<file path="src/wtb_pkg.sv">
// Shared constants, types and the quarter-wave sine table of the tone burst generator.
package wtb_pkg;

  localparam int unsigned SINE_TABLE_DEPTH = 256;
  localparam int unsigned SAMPLE_WIDTH     = 16;

  localparam int unsigned IdxW       = $clog2(SINE_TABLE_DEPTH) + 1;
  localparam int unsigned RomW       = SAMPLE_WIDTH - 1;
  localparam int unsigned ProdW      = 2 * RomW;
  localparam int unsigned AmpW       = 15;
  localparam int unsigned MagW       = ProdW + AmpW;
  localparam int unsigned RoundShift = 2 * SAMPLE_WIDTH - 2;
  localparam int unsigned OutW       = 16;
  localparam int unsigned CfgIdxW    = 3;
  localparam int unsigned CfgDataW   = 32;

  localparam logic [RomW-1:0] FullScale  = {RomW{1'b1}};
  localparam logic [63:0]     PiHalfQ30  = 64'd1686629713;
  localparam logic [63:0]     Q30One     = 64'd1 << 30;
  localparam logic [63:0]     Q30Half    = 64'd1 << 29;
  localparam logic [MagW:0]   RoundHalf  = (MagW + 1)'(1) << (RoundShift - 1);
  localparam logic [OutW-1:0] Ceiling    = 16'd16384;
  localparam logic [31:0]     QuarterTurn = 32'h4000_0000;

  // Register indexes of the configuration port.
  typedef enum logic [CfgIdxW-1:0] {
    CfgLeadIn   = 3'd0,
    CfgSpacing  = 3'd1,
    CfgBurstLen = 3'd2,
    CfgBurstCnt = 3'd3,
    CfgToneStep = 3'd4,
    CfgWinStep  = 3'd5,
    CfgAmp      = 3'd6,
    CfgWatchdog = 3'd7
  } cfg_idx_e;

  typedef enum logic [7:0] {
    StIdle   = 8'b0000_0001,
    StStart  = 8'b0000_0010,
    StCmp    = 8'b0000_0100,
    StPhase  = 8'b0000_1000,
    StLookup = 8'b0001_0000,
    StMul1   = 8'b0010_0000,
    StMul2   = 8'b0100_0000,
    StFinish = 8'b1000_0000
  } state_e;

  typedef struct packed {
    logic accept;
    logic start;
    logic cmp;
    logic phase;
    logic lookup;
    logic mul1;
    logic mul2;
    logic finish;
  } cmd_t;

  typedef struct packed {
    logic in_burst;
  } sts_t;

  typedef logic [SINE_TABLE_DEPTH:0][RomW-1:0] rom_t;

  // One odd power step of the Q2.30 Taylor series: t * a^2.
  function automatic logic [63:0] taylor_pow(input logic [63:0] t, input logic [63:0] a);
    return (((t * a) >> 30) * a) >> 30;
  endfunction

  function automatic logic [RomW-1:0] sine_entry(input int unsigned k);
    logic [63:0]        a;
    logic [63:0]        term;
    logic signed [63:0] sum;
    logic [63:0]        v;
    a    = (PiHalfQ30 * 64'(k)) / 64'(SINE_TABLE_DEPTH);
    term = a;
    sum  = signed'(a);
    term = taylor_pow(term, a) / 64'd6;
    sum  = sum - signed'(term);
    term = taylor_pow(term, a) / 64'd20;
    sum  = sum + signed'(term);
    term = taylor_pow(term, a) / 64'd42;
    sum  = sum - signed'(term);
    term = taylor_pow(term, a) / 64'd72;
    sum  = sum + signed'(term);
    term = taylor_pow(term, a) / 64'd110;
    sum  = sum - signed'(term);
    term = taylor_pow(term, a) / 64'd156;
    sum  = sum + signed'(term);
    term = taylor_pow(term, a) / 64'd210;
    sum  = sum - signed'(term);
    if (sum < 64'sd0) sum = 64'sd0;
    if (sum > signed'(Q30One)) sum = signed'(Q30One);
    v = (64'(sum) * 64'(FullScale) + Q30Half) >> 30;
    if (v > 64'(FullScale)) v = 64'(FullScale);
    return v[RomW-1:0];
  endfunction

  function automatic rom_t build_rom();
    rom_t r;
    for (int unsigned k = 0; k <= SINE_TABLE_DEPTH; k++) begin
      r[k] = sine_entry(k);
    end
    return r;
  endfunction

  localparam rom_t SineRom = build_rom();

  function automatic logic [IdxW-1:0] rom_index(input logic [31:0] ph);
    logic [63:0] p;
    p = 64'(ph[29:0]) * 64'(SINE_TABLE_DEPTH);
    return IdxW'(p >> 30);
  endfunction

  // Magnitude of the sine of a 32-bit phase; the sign is phase bit 31.
  function automatic logic [RomW-1:0] sine_mag(input logic [31:0] ph);
    logic [IdxW-1:0] idx;
    idx = rom_index(ph);
    if (ph[30]) begin
      return SineRom[IdxW'(SINE_TABLE_DEPTH) - idx];
    end
    return SineRom[idx];
  endfunction

endpackage

</file>
<file path="src/wtb_ctrl.sv">
// Sequencing state machine and handshake control of the tone burst generator.
module wtb_ctrl import wtb_pkg::*; (
  input  logic clk_i,
  input  logic rst_ni,
  input  logic in_valid_i,
  output logic in_ready_o,
  output logic out_valid_o,
  input  logic out_ready_i,
  input  sts_t sts_i,
  output cmd_t cmd_o
);

  state_e state_q, state_d;
  logic   out_valid_q, out_valid_d;

  always_comb begin
    state_d     = state_q;
    cmd_o       = '0;
    in_ready_o  = 1'b0;
    out_valid_d = out_valid_q & ~out_ready_i;
    case (state_q)
      StIdle: begin
        in_ready_o = 1'b1;
        if (in_valid_i) begin
          cmd_o.accept = 1'b1;
          state_d      = StStart;
        end
      end
      StStart: begin
        cmd_o.start = 1'b1;
        state_d     = StCmp;
      end
      StCmp: begin
        cmd_o.cmp = 1'b1;
        state_d   = StPhase;
      end
      StPhase: begin
        cmd_o.phase = 1'b1;
        // Frames outside a burst need no table lookup or multiply.
        state_d     = sts_i.in_burst ? StLookup : StFinish;
      end
      StLookup: begin
        cmd_o.lookup = 1'b1;
        state_d      = StMul1;
      end
      StMul1: begin
        cmd_o.mul1 = 1'b1;
        state_d    = StMul2;
      end
      StMul2: begin
        cmd_o.mul2 = 1'b1;
        state_d    = StFinish;
      end
      StFinish: begin
        if (!out_valid_q || out_ready_i) begin
          cmd_o.finish = 1'b1;
          out_valid_d  = 1'b1;
          state_d      = StIdle;
        end
      end
      default: begin
        state_d = StIdle;
      end
    endcase
  end

  always_ff @(posedge clk_i or negedge rst_ni) begin
    if (!rst_ni) begin
      state_q     <= StIdle;
      out_valid_q <= 1'b0;
    end else begin
      state_q     <= state_d;
      out_valid_q <= out_valid_d;
    end
  end

  assign out_valid_o = out_valid_q;

endmodule

</file>
<file path="config.mk">
export PLATFORM = sky130hd
export DESIGN_NAME = wtb_ctrl
export DESIGN_NICKNAME = d
export VERILOG_FILES = /design/src/wtb_pkg.sv /design/src/wtb_ctrl.sv
export SDC_FILE = /design/constraint.sdc
export NUM_CORES = 1
export LEC_CHECK = 0
export ABC_AREA = 1
export ABC_CLOCK_PERIOD_IN_PS = 1200
export BUFFER_PORTS_ARGS = -buffer_cell sky130_fd_sc_hd__buf_2
export CELL_PAD_IN_SITES_DETAIL_PLACEMENT = 0
export CELL_PAD_IN_SITES_GLOBAL_PLACEMENT = 2
export CORE_MARGIN = 8
export CORE_UTILIZATION = 25
export CTS_BUF_LIST = sky130_fd_sc_hd__clkbuf_2
export DETAILED_ROUTE_END_ITERATION = 7
export GPL_TIMING_DRIVEN = 0
export PLACE_DENSITY_LB_ADDON = 0.1
export SETUP_SLACK_MARGIN = 0.1
export SYNTH_ARGS = -nofsm -noshare
export SYNTH_HDL_FRONTEND = slang
export SYNTH_SLANG_ARGS = --single-unit
</file>
<file path="constraint.sdc">
create_clock -name clk_i -period 1.2 [get_ports clk_i]
set_clock_uncertainty 0.05 [all_clocks]
set_input_delay 0.18 -clock clk_i [delete_from_list [all_inputs] [get_ports clk_i]]
set_output_delay 0.18 -clock clk_i [all_outputs]
set_load 0.1 [all_outputs]
</file>
==> summary.md <==
| Metric | Value |
|---|---|
| Post-layout min period | 1.69 ns |
| Slew @ Worst Pin | 0.211 ns |
| Initial antenna violation count | 0 |
| Initial core utilization | 26.0% |
| Rel. slew slack | 85.8% |
| Nets@finish | 115 |
| Final period util | 141% |
| Antenna cell count | 0 |
| Area delta synth->final | 88.7% |
| Final ANT Viol Nets | 0 |
| Initial DRT Pass Iterations | 4 |
| Worst path cell trace | nand2_4 > nor4_4 > buf_6 |
| WL final | 1.56 mm |
| 1st-iter DRT viols | 15 |
| Main area contributors after synthesis | dfrtp_1, inv_1, nand2_1 |
| Syn Nets | 86 |
| FP Rows | 17 |
| Cell area after placement | 754 um2 |
| Max rail drop VDD | 1.59 mV |
| Finished Cell Area | 1060 um2 |
| Worst path max stage delay | 0.60 ns |
| Congestion Overflow GR | 0 |
| Register area share after synthesis | 40.1% |
| Yosys cell types | 17 |
| CTS tree | yes |
| Result of the run | complete, but fails checks |
| Crit Path Class | reg2out |
| Warnings, synthesis | 0 |
| Worst hold path type | in2reg |
| Routed length per instance | 11.4 um |
| Final Max Slew Viols | 0 |
| Die footprint | 4030 um2 |
| Post-Syn Instances | 81 |
| Share of post-route cells with drive strength above 1 | 64.2% |
| Cell Pwr Density | 2000 nW/um2 |
| Die width | 63.5 um |
| Final hold violations | 0 |
| Remaining DRCs | 0 |
| Vias in the first global route | 591 |
| Final core utilization | 49.1% |
| Clock slew at reported path FFs | 0.10 ns |
| TNS Setup | -4.58 ns |
| Biggest area consumer among synthesized cells | dfrtp_1 |
| CTS HTree Levels | 1 |
| Routability cong. | 0.716 |
| Clock buffer depth | 2 |
| Most frequent cells in the layout | nand2_1, buf_12, inv_2, nor2_2, inv_1 |
| Tot GR Track Use | 8.08% |
| CTS root buffer | clkbuf_2 |
| Worst path required time | 0.97 ns |
| Core area | 2170 um2 |
| Commonest non-fill, non-tap cell in the layout | nand2_1 |
| Mapped cell area | 564 um2 |
| Port bufs | 14 |
| RSZ-0062 raised after global routing | yes |
| Fmax | 0.590 GHz |
| Largest net degree at the start of global routing | 10 |
| Slowest CP cell | dfstp_2 |
| Drt via density | 4.15 |
| Vias post-DR | 568 |
| I/O pin total | 15 |
| Max Cap Viol | 0 |
| Failing checks | negative setup slack |
| HPWL after DPL | 1.10 mm |
| P_leak | 0.000506 uW |
| Yosys reg bits | 9 |
| # setup viols final | 13 |
| Global-route wire length before repair | 2.59 mm |
| CTS Sinks | 9 |
| Synth Area per Inst | 6.97 um2 |
| Clock Latency Late Sink | 0.27 ns |
| Die Ht | 63.5 um |
| Post-route worst setup slack | -0.494 ns |
| Crit. End Element | primary output |
| Synth top area share | 35.5% |
| CTS buffer count | 3 |
| WP data arrival | 1.46 ns |
| Crit path launch type | flop |
| Worst-path maximum fanout | 3 |
==> state kept, by name, indices dropped and copies added, names as in the netlist <==
| signal | flops |
|---|---|
| out_valid_o | 1 |
| state_q | 8 |
==> critical path: cells and delay by family (launching register included) <==
family	cells	cell delay [ns]
AND/OR/NAND/NOR	2	0.34
buffers and inverters	1	0.26
flip-flops	1	0.60
==> power by group <==
group	leakage (uW)	total, uW	internal (uW)	switching, uW
clock network	0.0000166	206	88.5	117
registers	0.000119	431	370	61.9
logic	0.000370	1490	551	943
==> cell type report <==
type / instances / area [um2]
inverter: 23 / 111
fill: 226 / 1100
tap: 28 / 35.0
multi-input combinational: 49 / 355
timing repair buffer: 24 / 313
clock buffer: 4 / 20.0
sequential: 9 / 230
==> timing repair <==
action	4_1_cts	5_1_grt
hold buffers	1	0
endpoints found under the setup margin	17	18
endpoints found under the hold margin	9	0
setup buffers	8	3
resized for setup	41	16
pin swaps	14	4
==> through the flow <==
stage / setup WS, ns / cells / power, uW / hold WS (ns)
floorplan: -0.781 / 81 / 1390 / -0.166
global placement: -0.474 / 123 / 1540 / 0.0000898
detailed placement: -0.466 / 123 / 1540 / 0.000413
CTS: -0.497 / 135 / 2090 / 0.0798
global route: -0.554 / 137 / 2240 / 0.0730
finish: -0.494 / 137 / 2130 / 0.0741
==> final timing paths <==
kind / start / end / slack, ns / cells after the start
setup / recovery: state_q[0]$_DFFE_PN1P_ / cmd_o[7] / -0.49 / 3
hold reg to reg: state_q[3]$_DFFE_PN0P_ / state_q[1]$_DFFE_PN0P_ / 0.59 / 3
max in group asynchronous: rst_ni / state_q[0]$_DFFE_PN1P_ / 0.61 / 2
hold / removal: out_ready_i / out_valid_o$_DFF_PN0_ / 0.07 / 2
setup reg to reg: state_q[0]$_DFFE_PN1P_ / state_q[0]$_DFFE_PN1P_ / -0.20 / 9
min in group asynchronous: rst_ni / out_valid_o$_DFF_PN0_ / 0.24 / 2
==> metal layers <==
layer | up-vias | wire [um] | track usage [%] | part of all wire (%)
met4 | 0 | 21 | 2.51 | 1.3
met2 | 10 | 764 | 13.1 | 49
li1 | 294 | - | - | -
met3 | 4 | 95 | 3.89 | 6.1
met1 | 260 | 682 | 9.13 | 44
met5 | - | 0 | 0 | 0
==> kinds of logic after synthesis <==
kind of cell	count (synthesis)	synth area share, %
AOI/OAI and AO/OA	2	2.22
buffers and inverters	23	15.3
DFF	9	40.1
and+or+nand+nor	47	42.3
==> synthesized netlist by cell type <==
cell type	instances
nand2_1	15
nor2_1	13
inv_1	18
o211ai_1	1
dfrtp_1	8
nor2_4	1
nor3_2	1
nor2_2	4
nand2_4	1
nor4_1	2
nand2_2	5
nand3_2	1
nand4_1	2
nand3_1	2
o21ai_0	1
dfstp_2	1
inv_2	5
Note: power is estimated with default switching activity, not from simulation.
